<file path="config.mk">
export PLATFORM = sky130hd
export DESIGN_NAME = four_register_instruction_executor
export DESIGN_NICKNAME = d
export VERILOG_FILES = /design/src/sv/frx_pkg.sv /design/src/sv/frx_ram.sv /design/src/sv/frx_alu.sv /design/src/sv/four_register_instruction_executor.sv
export SDC_FILE = /design/constraint.sdc
export NUM_CORES = 1
export LEC_CHECK = 0
export ABC_AREA = 1
export BUFFER_PORTS_ARGS = -buffer_cell sky130_fd_sc_hd__buf_2
export CAP_MARGIN = 25
export CORE_MARGIN = 4
export CORE_UTILIZATION = 45
export DETAILED_ROUTE_END_ITERATION = 10
export GPL_ROUTABILITY_DRIVEN = 0
export PLACE_DENSITY_LB_ADDON = 0.1
export SLEW_MARGIN = 0
export SYNTH_ARGS = -nofsm -noshare
export SYNTH_HDL_FRONTEND = slang
export SYNTH_SLANG_ARGS = --single-unit
</file>
<file path="constraint.sdc">
create_clock -name clk -period 6.2 [get_ports clk]
set_input_delay 1.24 -clock clk [delete_from_list [all_inputs] [get_ports clk]]
set_output_delay 1.24 -clock clk [all_outputs]
set_load 0.03 [all_outputs]
</file>
<file path="src/sv/frx_pkg.sv">
// shared types, opcodes and status codes of the four-register executor
package frx_pkg;

	localparam int REG_WIDTH = 32;
	localparam int NUM_REGS = 4;
	localparam int REG_IDX_W = $clog2(NUM_REGS);
	localparam int CNT_W = $clog2(REG_WIDTH);
	localparam int OUT_W = 32;

	typedef logic [REG_WIDTH-1:0] reg_t;
	typedef logic [REG_IDX_W-1:0] reg_idx_t;
	typedef logic [3:0] func_t;
	typedef logic [1:0] status_t;

	localparam func_t OP_MOV = 4'd0;
	localparam func_t OP_ADD = 4'd1;
	localparam func_t OP_SUB = 4'd2;
	localparam func_t OP_MUL = 4'd3;
	localparam func_t OP_DIV = 4'd4;
	localparam func_t OP_INC = 4'd5;
	localparam func_t OP_DEC = 4'd6;
	localparam func_t OP_JNZ = 4'd7;
	localparam func_t OP_END = 4'd8;

	localparam status_t ST_OK = 2'd0;
	localparam status_t ST_END = 2'd1;
	localparam status_t ST_DIVZ = 2'd2;
	localparam status_t ST_SEGV = 2'd3;

	localparam reg_idx_t REG_CX = 2'd2;

	typedef struct packed {
		logic  start;
		func_t op;
	} alu_req_t;

endpackage

</file>
<file path="src/sv/frx_ram.sv">
// generic single-write, single-read ram with registered read data
module frx_ram #(
	parameter int WIDTH = 32,
	parameter int DEPTH = 4
) (
	input  logic                     clk,
	input  logic                     we,
	input  logic [$clog2(DEPTH)-1:0] waddr,
	input  logic [WIDTH-1:0]         wdata,
	input  logic [$clog2(DEPTH)-1:0] raddr,
	output logic [WIDTH-1:0]         rdata
);

	logic [WIDTH-1:0] mem_q [DEPTH];

	always_ff @(posedge clk) begin
		if (we) begin
			mem_q[waddr] <= wdata;
		end
		rdata <= mem_q[raddr];
	end

endmodule

</file>
<file path="src/sv/frx_alu.sv">
// iterative arithmetic unit: one shared adder for add, sub, shift-add multiply and divide
module frx_alu (
	input  logic              clk,
	input  logic              arst_n,
	input  frx_pkg::alu_req_t req,
	input  frx_pkg::reg_t     cur,
	input  frx_pkg::reg_t     src,
	output logic              done,
	output frx_pkg::reg_t     result
);

	typedef enum logic [6:0] {
		A_IDLE = 7'b0000001,
		A_ONE  = 7'b0000010,
		A_MUL  = 7'b0000100,
		A_NEGA = 7'b0001000,
		A_NEGB = 7'b0010000,
		A_DIV  = 7'b0100000,
		A_NEGQ = 7'b1000000
	} alu_state_t;

	alu_state_t                 state_q;
	frx_pkg::reg_t              a_q;
	frx_pkg::reg_t              b_q;
	frx_pkg::reg_t              acc_q;
	logic [frx_pkg::CNT_W-1:0]  cnt_q;
	frx_pkg::func_t             op_q;
	logic                       neg_a_q;
	logic                       neg_b_q;

	logic [frx_pkg::REG_WIDTH:0]   add_x;
	logic [frx_pkg::REG_WIDTH:0]   add_y;
	logic                          add_c;
	logic [frx_pkg::REG_WIDTH+1:0] sum;
	logic                          carry;
	logic                          neg_quot;

	assign neg_quot = neg_a_q ^ neg_b_q;

	// shared adder operand selection
	always_comb begin
		add_x = '0;
		add_y = '0;
		add_c = 1'b0;
		case (state_q)
			A_ONE: begin
				add_x = {1'b0, a_q};
				case (op_q)
					frx_pkg::OP_MOV: begin
						add_x = '0;
						add_y = {1'b0, b_q};
					end
					frx_pkg::OP_ADD: add_y = {1'b0, b_q};
					frx_pkg::OP_SUB: begin
						add_y = {1'b0, ~b_q};
						add_c = 1'b1;
					end
					frx_pkg::OP_INC: add_c = 1'b1;
					frx_pkg::OP_DEC: add_y = {1'b0, {frx_pkg::REG_WIDTH{1'b1}}};
					default: add_y = '0;
				endcase
			end
			A_MUL: begin
				add_x = {1'b0, acc_q};
				add_y = b_q[0] ? {1'b0, a_q} : '0;
			end
			A_NEGA: begin
				add_y = {1'b0, neg_a_q ? ~a_q : a_q};
				add_c = neg_a_q;
			end
			A_NEGB: begin
				add_y = {1'b0, neg_b_q ? ~b_q : b_q};
				add_c = neg_b_q;
			end
			A_DIV: begin
				// trial subtract of the divisor from the shifted partial remainder
				add_x = {acc_q, a_q[frx_pkg::REG_WIDTH-1]};
				add_y = ~{1'b0, b_q};
				add_c = 1'b1;
			end
			A_NEGQ: begin
				add_y = {1'b0, neg_quot ? ~a_q : a_q};
				add_c = neg_quot;
			end
			default: add_c = 1'b0;
		endcase
	end

	assign sum = {1'b0, add_x} + {1'b0, add_y} + {{(frx_pkg::REG_WIDTH+1){1'b0}}, add_c};
	assign carry = sum[frx_pkg::REG_WIDTH+1];
	assign result = sum[frx_pkg::REG_WIDTH-1:0];
	assign done = (state_q == A_ONE) || (state_q == A_NEGQ) ||
		((state_q == A_MUL) && (cnt_q == '0));

	always_ff @(posedge clk or negedge arst_n) begin
		if (!arst_n) begin
			state_q <= A_IDLE;
			cnt_q <= '0;
		end else begin
			case (state_q)
				A_IDLE: begin
					if (req.start) begin
						cnt_q <= frx_pkg::CNT_W'(frx_pkg::REG_WIDTH - 1);
						if (req.op == frx_pkg::OP_MUL) begin
							state_q <= A_MUL;
						end else if ((req.op == frx_pkg::OP_DIV) && (src != '0)) begin
							state_q <= A_NEGA;
						end else begin
							state_q <= A_ONE;
						end
					end
				end
				A_MUL: begin
					cnt_q <= cnt_q - 1'b1;
					if (cnt_q == '0) begin
						state_q <= A_IDLE;
					end
				end
				A_NEGA: state_q <= A_NEGB;
				A_NEGB: state_q <= A_DIV;
				A_DIV: begin
					cnt_q <= cnt_q - 1'b1;
					if (cnt_q == '0) begin
						state_q <= A_NEGQ;
					end
				end
				default: state_q <= A_IDLE;
			endcase
		end
	end

	always_ff @(posedge clk) begin
		case (state_q)
			A_IDLE: begin
				if (req.start) begin
					a_q <= cur;
					b_q <= src;
					acc_q <= '0;
					op_q <= req.op;
					neg_a_q <= cur[frx_pkg::REG_WIDTH-1];
					neg_b_q <= src[frx_pkg::REG_WIDTH-1];
				end
			end
			A_MUL: begin
				acc_q <= sum[frx_pkg::REG_WIDTH-1:0];
				a_q <= {a_q[frx_pkg::REG_WIDTH-2:0], 1'b0};
				b_q <= {1'b0, b_q[frx_pkg::REG_WIDTH-1:1]};
			end
			A_NEGA: a_q <= sum[frx_pkg::REG_WIDTH-1:0];
			A_NEGB: b_q <= sum[frx_pkg::REG_WIDTH-1:0];
			A_DIV: begin
				// keep the difference when no borrow, else the shifted remainder
				acc_q <= carry ? sum[frx_pkg::REG_WIDTH-1:0] : add_x[frx_pkg::REG_WIDTH-1:0];
				a_q <= {a_q[frx_pkg::REG_WIDTH-2:0], carry};
			end
			default: acc_q <= acc_q;
		endcase
	end

endmodule

</file>
<file path="src/sv/four_register_instruction_executor.sv">
// top level: register file, instruction sequencer and result register
//
//  channel | direction | handshake            | payload
//  in      | input     | in_valid / in_stall   | func dest_reg src_is_reg src_reg immediate
//          |           |                       | target_valid jump_line
//  out     | output    | out_valid / out_stall | status jump_taken jump_target dest_value
//  cfg     | input     | cfg_we                | cfg_wdata (program_lines)
//
// most operations take a single arithmetic step, MUL takes one shift-add step per bit
// and DIV takes sign fix-ups plus one restoring step per bit
// in_stall is high from acceptance until the result is loaded into the output register,
// so the next item is accepted in the cycle after that at the earliest
// a result waiting on out_stall holds the next item off in the write-back step
// reset clears the four registers to zero through per-register valid bits
module four_register_instruction_executor (
	input  logic                  clk,
	input  logic                  arst_n,
	input  logic                  cfg_we,
	input  logic [15:0]           cfg_wdata,
	input  logic                  in_valid,
	output logic                  in_stall,
	input  logic [3:0]            func,
	input  logic [1:0]            dest_reg,
	input  logic                  src_is_reg,
	input  logic [1:0]            src_reg,
	input  logic signed [31:0]    immediate,
	input  logic                  target_valid,
	input  logic signed [15:0]    jump_line,
	output logic                  out_valid,
	input  logic                  out_stall,
	output logic [1:0]            status,
	output logic                  jump_taken,
	output logic [15:0]           jump_target,
	output logic signed [31:0]    dest_value
);

	typedef enum logic [4:0] {
		S_IDLE = 5'b00001,
		S_RDS  = 5'b00010,
		S_CAP  = 5'b00100,
		S_EXEC = 5'b01000,
		S_WB   = 5'b10000
	} seq_state_t;

	seq_state_t                         state_q;
	logic [15:0]                        program_lines_q;
	logic [frx_pkg::NUM_REGS-1:0]       reg_valid_q;
	frx_pkg::reg_idx_t                  rd_idx_q;
	frx_pkg::reg_idx_t                  raddr;
	frx_pkg::reg_t                      rdata;
	frx_pkg::reg_t                      rd_val;
	logic                               ram_we;

	frx_pkg::func_t                     func_q;
	frx_pkg::reg_idx_t                  dest_q;
	logic                               src_is_reg_q;
	frx_pkg::reg_idx_t                  src_reg_q;
	frx_pkg::reg_t                      imm_q;
	logic                               target_valid_q;
	logic [15:0]                        jump_line_q;
	frx_pkg::reg_t                      cur_q;
	frx_pkg::reg_t                      res_q;
	frx_pkg::status_t                   status_q;
	logic                               taken_q;
	logic                               wr_q;

	frx_pkg::reg_t                      src_val;
	frx_pkg::alu_req_t                  alu_req;
	logic                               alu_done;
	frx_pkg::reg_t                      alu_result;
	logic                               in_accept;
	logic                               out_free;
	logic                               wb_go;
	logic                               jump_ok;
	frx_pkg::status_t                   cap_status;
	logic                               cap_taken;
	logic                               cap_wr;

	assign in_stall = (state_q != S_IDLE);
	assign in_accept = in_valid && !in_stall;
	assign out_free = !out_valid || !out_stall;
	assign wb_go = (state_q == S_WB) && out_free;
	assign ram_we = wb_go && wr_q;

	// first read fetches the destination, second the source or CX for a jump
	always_comb begin
		raddr = dest_reg;
		if (state_q == S_RDS) begin
			raddr = (func_q == frx_pkg::OP_JNZ) ? frx_pkg::REG_CX : src_reg_q;
		end
	end

	frx_ram #(
		.WIDTH(frx_pkg::REG_WIDTH),
		.DEPTH(frx_pkg::NUM_REGS)
	) u_regs (
		.clk  (clk),
		.we   (ram_we),
		.waddr(dest_q),
		.wdata(res_q),
		.raddr(raddr),
		.rdata(rdata)
	);

	// a register never written since reset reads as zero
	assign rd_val = reg_valid_q[rd_idx_q] ? rdata : '0;
	assign src_val = src_is_reg_q ? rd_val : imm_q;

	assign alu_req = '{start: (state_q == S_CAP), op: func_q};

	frx_alu u_alu (
		.clk   (clk),
		.arst_n(arst_n),
		.req   (alu_req),
		.cur   (cur_q),
		.src   (src_val),
		.done  (alu_done),
		.result(alu_result)
	);

	assign jump_ok = !jump_line_q[15] && (jump_line_q < program_lines_q);

	// status and write-back decision in the capture step
	always_comb begin
		cap_status = frx_pkg::ST_OK;
		cap_taken = 1'b0;
		cap_wr = (func_q <= frx_pkg::OP_DEC);
		case (func_q)
			frx_pkg::OP_DIV: begin
				if (src_val == '0) begin
					cap_status = frx_pkg::ST_DIVZ;
					cap_wr = 1'b0;
				end
			end
			frx_pkg::OP_JNZ: begin
				// rd_val holds CX here
				if ((rd_val != '0) && target_valid_q) begin
					if (jump_ok) begin
						cap_taken = 1'b1;
					end else begin
						cap_status = frx_pkg::ST_SEGV;
					end
				end
			end
			frx_pkg::OP_END: cap_status = frx_pkg::ST_END;
			default: cap_status = frx_pkg::ST_OK;
		endcase
	end

	always_ff @(posedge clk or negedge arst_n) begin
		if (!arst_n) begin
			state_q <= S_IDLE;
			program_lines_q <= '0;
			reg_valid_q <= '0;
			out_valid <= 1'b0;
		end else begin
			if (cfg_we) begin
				program_lines_q <= cfg_wdata;
			end
			if (ram_we) begin
				reg_valid_q[dest_q] <= 1'b1;
			end
			if (wb_go) begin
				out_valid <= 1'b1;
			end else if (!out_stall) begin
				out_valid <= 1'b0;
			end
			case (state_q)
				S_IDLE: begin
					if (in_accept) begin
						state_q <= S_RDS;
					end
				end
				S_RDS: state_q <= S_CAP;
				S_CAP: state_q <= S_EXEC;
				S_EXEC: begin
					if (alu_done) begin
						state_q <= S_WB;
					end
				end
				S_WB: begin
					if (out_free) begin
						state_q <= S_IDLE;
					end
				end
				default: state_q <= S_IDLE;
			endcase
		end
	end

	always_ff @(posedge clk) begin
		rd_idx_q <= raddr;
		if (in_accept) begin
			func_q <= func;
			dest_q <= dest_reg;
			src_is_reg_q <= src_is_reg;
			src_reg_q <= src_reg;
			imm_q <= frx_pkg::reg_t'(immediate);
			target_valid_q <= target_valid;
			jump_line_q <= jump_line;
		end
		if (state_q == S_RDS) begin
			cur_q <= rd_val;
		end
		if (state_q == S_CAP) begin
			status_q <= cap_status;
			taken_q <= cap_taken;
			wr_q <= cap_wr;
		end
		if ((state_q == S_EXEC) && alu_done) begin
			res_q <= alu_result;
		end
		if (wb_go) begin
			status <= status_q;
			jump_taken <= taken_q;
			jump_target <= taken_q ? jump_line_q : '0;
			dest_value <= frx_pkg::OUT_W'(signed'(res_q));
		end
	end

	a_alu_done_in_exec: assert property (@(posedge clk) disable iff (!arst_n)
		alu_done |-> (state_q == S_EXEC))
		else $error("arithmetic unit finished outside the execute step");

	a_accept_blocks_next: assert property (@(posedge clk) disable iff (!arst_n)
		in_accept |=> in_stall)
		else $error("second item accepted while one is in progress");

	a_out_from_wb: assert property (@(posedge clk) disable iff (!arst_n)
		$rose(out_valid) |-> $past(state_q == S_WB))
		else $error("result shown without a write-back step");

	a_taken_ok: assert property (@(posedge clk) disable iff (!arst_n)
		(out_valid && jump_taken) |-> (status == frx_pkg::ST_OK))
		else $error("jump taken with a non-zero status");

endmodule

</file>
# == Yosys cells after proc, flatten, opt, wreduce, memory -nomap -nowiden ==
# Memories as Yosys holds them, arrays and structs flattened. A register that Yosys moved wholly into a read port is not among the register bits.
# Index checks and enable logic that the tools add are counted.
# word_totals
rom_bits,0
elab_cells,155
latch_bits,0
reg_bits,319
mem_count,1
mem_bits_rw,128
# mem_list
memory,depth,word_bits,rd,rd_clocked_by_memory_dff,wr,line_no,text
u_regs.mem_q,4,32,1,1,1,frx_ram.sv:14,logic [WIDTH-1:0] mem_q [DEPTH];
# op_classes
n_mux,48
bitwise,5
n_addsub,3
shift,0
order_cmp,5
n_reduce_logical,36
div,0
n_eq_ne,28
n_mul,0
# op_table
cell,n
2-to-1 mux 32 bit,11
one-hot mux 32 bit (3 select lines),3
one-hot mux 33 bit (6 select lines),1
one-hot mux 32 bit (4 select lines),1
one-hot mux 33 bit (3 select lines),1
NOT 32 bit,2
nonzero test 32 bit,2
one-hot mux 7 bit (5 select lines),1
adder 33 x 33 -> 34 bit,1
adder 34 x 1 -> 34 bit,1
NOT 32 -> 33 bit,1
zero test 32 bit,1
2-to-1 mux 7 bit,4
one-hot mux 5 bit (5 select lines),1
2-to-1 mux 5 bit,4
equality test 4 x 3 -> 1 bit (second input constant),4
< comparator 16 bit,1
AND reduction 2 bit,6
2-to-1 mux 1 bit,10
2-to-1 mux 2 bit,5
inequality test 2 bit (second input constant),5
one-hot mux 5 bit (2 select lines),1
logical AND 1 bit,9
equality test 4 x 2 -> 1 bit (second input constant),2
other kinds (36),47

# == Longest topological paths before layout ==
# logic_depth
depth_word,10
mapped_depth,29
mapped_depth_nobuf,25

# == By module ==
# A second synthesis with hierarchy kept.
# unflattened
cells_unflattened,2812
area_unflattened_um2,24886.4
# modules_own_cells
mod,area_per_inst_um2,cells_per_inst,seq_area_each_um2,instances
frx_alu,10791.6,1629,3364.5,1
four_register_instruction_executor,8016.4,642,6007.0,1
frx_ram,6078.3,541,4484.3,1

# == Least setup slack after synthesis ==
# OpenSTA, ideal clock, no wires.
# synth_path
path_type,input -> register
start,input out_stall
end,"memory u_regs.mem_q[1][0], enable pin"
path_buffers,0
cell_stages,5
arrival_time_ps,5355
setup_time_ps,422
path_slack_ps,423
path_cell_list,nand2_1 > inv_1 > nor2_1 > nand3_1 > nor2_1
# synth_via
elab_chain_len,6
# synth_rtl
element,line_no,text
from (decl),four_register_instruction_executor.sv:30,"input logic out_stall,"
zero test 1 bit,--,
logical OR 1 bit,four_register_instruction_executor.sv:81,assign out_free = !out_valid || !out_stall;
logical AND 1 bit,four_register_instruction_executor.sv:82,assign wb_go = (state_q == S_WB) && out_free;
net wb_go,four_register_instruction_executor.sv:73,logic wb_go;
logical AND 1 bit,four_register_instruction_executor.sv:83,assign ram_we = wb_go && wr_q;
2-to-1 mux 1 bit,frx_ram.sv:17,if (we) begin
2-to-1 mux 1 bit (not written as such),frx_ram.sv:18,mem_q[waddr] <= wdata;
to (decl),frx_ram.sv:14,
# The timed path passes the listed nets, and every way through them passes these cells.

# == Worst setup path after layout ==
# layout_path
start,register u_alu.neg_a_q
end,register u_alu.acc_q[24] (data pin)
# layout_via
elab_chain_len,7
# layout_rtl
element,line_no,text
from (decl),frx_alu.sv:28,logic neg_a_q;
from (signal assigned),frx_alu.sv:140,neg_a_q <= cur[frx_pkg::REG_WIDTH-1];
XOR 1 bit,frx_alu.sv:38,assign neg_quot = neg_a_q ^ neg_b_q;
2-to-1 mux 32 bit,frx_alu.sv:82,"add_y = {1'b0, neg_quot ? ~a_q : a_q};"
one-hot mux 33 bit (6 select lines),frx_alu.sv:45,case (state_q)
adder 33 x 33 -> 34 bit,frx_alu.sv:89,"assign sum = {1'b0, add_x} + {1'b0, add_y} + {{(frx_pkg::REG_WIDTH+1){1'b0}}, add_c};"
adder 34 x 1 -> 34 bit *,frx_alu.sv:89,
net alu_result[24],four_register_instruction_executor.sv:70,frx_pkg::reg_t alu_result;
2-to-1 mux 32 bit,frx_alu.sv:153,acc_q <= carry ? sum[frx_pkg::REG_WIDTH-1:0] : add_x[frx_pkg::REG_WIDTH-1:0];
one-hot mux 32 bit (3 select lines) *,frx_alu.sv:133,case (state_q)
to (signal assigned),frx_alu.sv:145,acc_q <= sum[frx_pkg::REG_WIDTH-1:0];
to (signal assigned),frx_alu.sv:153,
to (signal assigned),frx_alu.sv:156,default: acc_q <= acc_q;
to (decl),frx_alu.sv:25,frx_pkg::reg_t acc_q;
# The timed path passes the listed nets; every way through them passes the cells marked *.
# A chain may end at the register's enable or synchronous reset.

==> run metrics <==
Die Span Y 236 um; Post-synth EDFFs 407; synth unique cells 56; fraction of post-synthesis cell area in the top cell type by area 52.1%; final setup margin 1.49 ns; synthesized area per cell 9.86 um2; share of post-route cells with drive strength above 1 14.9%; Clock Skews 0.0229 ns; cell count after synthesis 2379; CTS max path bufs 3; CP Capture Type flop; Worst-path clk slew 0.06 ns; drt drc 0; Critical Path Start Type flop; cell with the most instances after synthesis nand2_1; setup TNS 0 ns; clock insertion delay at the later pin of the skew report 0.60 ns; post-CTS sizing 0; area grow syn2layout 13.6%; Final #Nets 2633; CP Capture Point u_alu.acc_q[24]$_DFFE_PP_; core area 51400 um2; pin count of the biggest net entering global routing 65; TritonCTS buffer count 51; Synth Warn # 0; maximum VDD drop 299 uV; Synthesized Nets 2509; Vias/cell 5.56; synth cell count leaders nand2_1 (551), edfxtp_1 (407), inv_1 (260); P_sw 2.86 mW; worst path required time 6.67 ns; FF-to-FF Start u_alu.neg_a_q$_DFFE_PP_; Area contributors post-synth edfxtp_1 (52%), nand2_1 (8.8%), inv_1 (4.2%), dfrtp_1 (3.8%), nor2_1 (3.1%); initial antenna violation count 2; Cell Pwr Density 350 nW/um2; number of global-route vias before repair 17228; Clock Power Share 33.5%; total number of vias 17925; WP data arrival 5.18 ns; crit path max fanout 34; Pins Over Slew Limit 0; die area 55800 um2; final WL 67800 um; Slew HR 31.3%; max cap viols 0; Die Wd 236 um; first-pass GRT wire length 102000 um; I/O Buffers 131; WS Path Type reg -> reg; highest clock rate 212 MHz; flops & latches, synth 479; Int Pwr 6.47 mW; Mapped Area 23400 um2; CTS root buf clkbuf_16; H-Tree Depth 2; FFs w/ async S/R, synth 7.93%; Initial Util 45.6%; final-report hold violation count 0; Comb power frac 19.7%; RSZ-0062 raised after global routing false; Reg2Reg Setup Slack 1.49 ns; Reg2Reg Depth 20; CTS tree done; CTS sink count 479; top_reg_cell synth edfxtp_1; worst-margin pin slew 1.03 ns; sequential area share after synthesis 59.1%; final setup vio count 0; Net Sw Frac 30.7%; Seq pwr share 46.8%; First-pass DRT Iterations 6; Ports 132; final worst path period share 75.9%; Overall Power 9.34 mW; Worst Hold Class reg -> reg; DPL Wire Length 49100 um; worst slack at placement 1.54 ns; Post CTS Setup Buffer Count 0; gr ovfl total 0; status finished, final reports clean; cts hold-fix bufs 0; crit path time final 4.71 ns; Antenna Violating Nets Remaining 0; worst hold margin 0.436 ns; Leak 11.4 nW; Routed WL per cell 21.0 um; Rows 83; FF-to-FF End u_alu.acc_q[24]$_DFFE_PP_; total track usage 23.5%; leading area contributor after synthesis edfxtp_1; Setup crit start u_alu.neg_a_q$_DFFE_PP_; 1st-iter DRT viols 1505
cells in the final DEF (no fill, tap or decap), types with 34 or more instances in the layout:
cell type and instances:
dfxtp_1 34, inv_1 260, clkbuf_16 51, ha_1 49, a21oi_1 98, o22ai_1 46
or2_2 54, dfrtp_1 36, buf_2 131, buf_4 37, edfxtp_1 407, o21ai_0 118
nand2_1 550, nor2_1 187, nand3_1 136, o211ai_1 37
power by group through the flow:
stage / clock [mW] / combinational [mW] / sequential, mW
4_1_cts: 3.18 / 1.84 / 4.37
5_1_grt: 3.31 / 2.05 / 4.41
6_report: 3.13 / 1.84 / 4.37
3_5_place_dp: 0 / 1.83 / 4.43
3_3_place_gp: 0 / 1.78 / 4.43
2_1_floorplan: 0 / 1.25 / 4.31
cells by family after synthesis:
| group | after synthesis | share of synthesized area, % |
|---|---|---|
| simple gates | 1014 | 18.8 |
| xor+xnor | 23 | 0.891 |
| compound gates | 436 | 11.7 |
| buf+inv | 376 | 6.70 |
| flops | 479 | 59.1 |
| fa+ha+maj | 51 | 2.79 |
final cells by class:
| type | instances | area, um2 |
|---|---|---|
| fillers | 4700 | 24800 |
| flip-flops and latches | 479 | 13900 |
| multi-input cells | 1524 | 8130 |
| clock buffers | 64 | 1360 |
| repair buffers | 174 | 1060 |
| inverters | 273 | 1020 |
| well taps | 680 | 851 |
| clock inverters | 31 | 363 |
| diodes | 1 | 2.50 |
metal layers:
layer / GRT usage, % / up-vias / part of all wire (%)
met3: 3.69 / 156 / 6.5
li1: - / 8503 / -
met2: 38.1 / 670 / 46
met1: 31.6 / 8592 / 42
met4: 10.3 / 4 / 4.8
met5: 0 / - / 0.034
metrics by stage:
stage,instance area [um2],util (%),std cells
final,26600,51.8,3226
after detailed placement,24800,48.3,3126
after global placement,24800,48.2,3124
after floorplan,23500,-,2379
after CTS,26600,51.7,3221
after global routing,26600,51.8,3225
sequential cells by signal (all words and copies together), names as in the netlist, 4 cells and up:
register	flops
u_regs.mem_q	128
cur_q	32
dest_value	32
imm_q	32
res_q	32
u_alu.a_q	32
u_alu.acc_q	32
u_alu.b_q	32
u_regs.rdata	32
jump_line_q	16
jump_target	16
program_lines_q	16
u_alu.state_q	7
state_q	5
u_alu.cnt_q	5
func_q	4
reg_valid_q	4
u_alu.op_q	4
critical path: stages, from the launching register on:
cell	delay (ns)
edfxtp_1	0.50
inv_1	0.12
nand2_1	0.07
nand2_2	0.27
inv_1	0.53
buf_4	0.37
or2_2	0.28
nand3_1	0.07
o21ai_0	0.09
a21oi_1	0.12
o211ai_1	0.12
ha_1	0.35
a21oi_1	0.32
inv_1	0.10
nor2_1	0.11
nand2_1	0.15
nand3_1	0.11
nand3_1	0.10
xor2_1	0.56
nand2_1	0.13
nand2_1	0.08
worst min-delay path by stage:
stage	startpoint	end	slack (ns)	cells past startpoint
final	status_q[1]$_DFFE_PP_	status[1]$_DFFE_PP_	0.44	0
after floorplan	status_q[0]$_DFFE_PP_	status[0]$_DFFE_PP_	0.40	0
after global routing	arst_n	u_alu.cnt_q[1]$_DFFE_PN0P_	0.43	1
after global placement	status_q[1]$_DFFE_PP_	status[1]$_DFFE_PP_	0.43	0
after detailed placement	status_q[0]$_DFFE_PP_	status[0]$_DFFE_PP_	0.42	0
after CTS	status_q[1]$_DFFE_PP_	status[1]$_DFFE_PP_	0.44	0
Power figures use the tool's default switching activity.
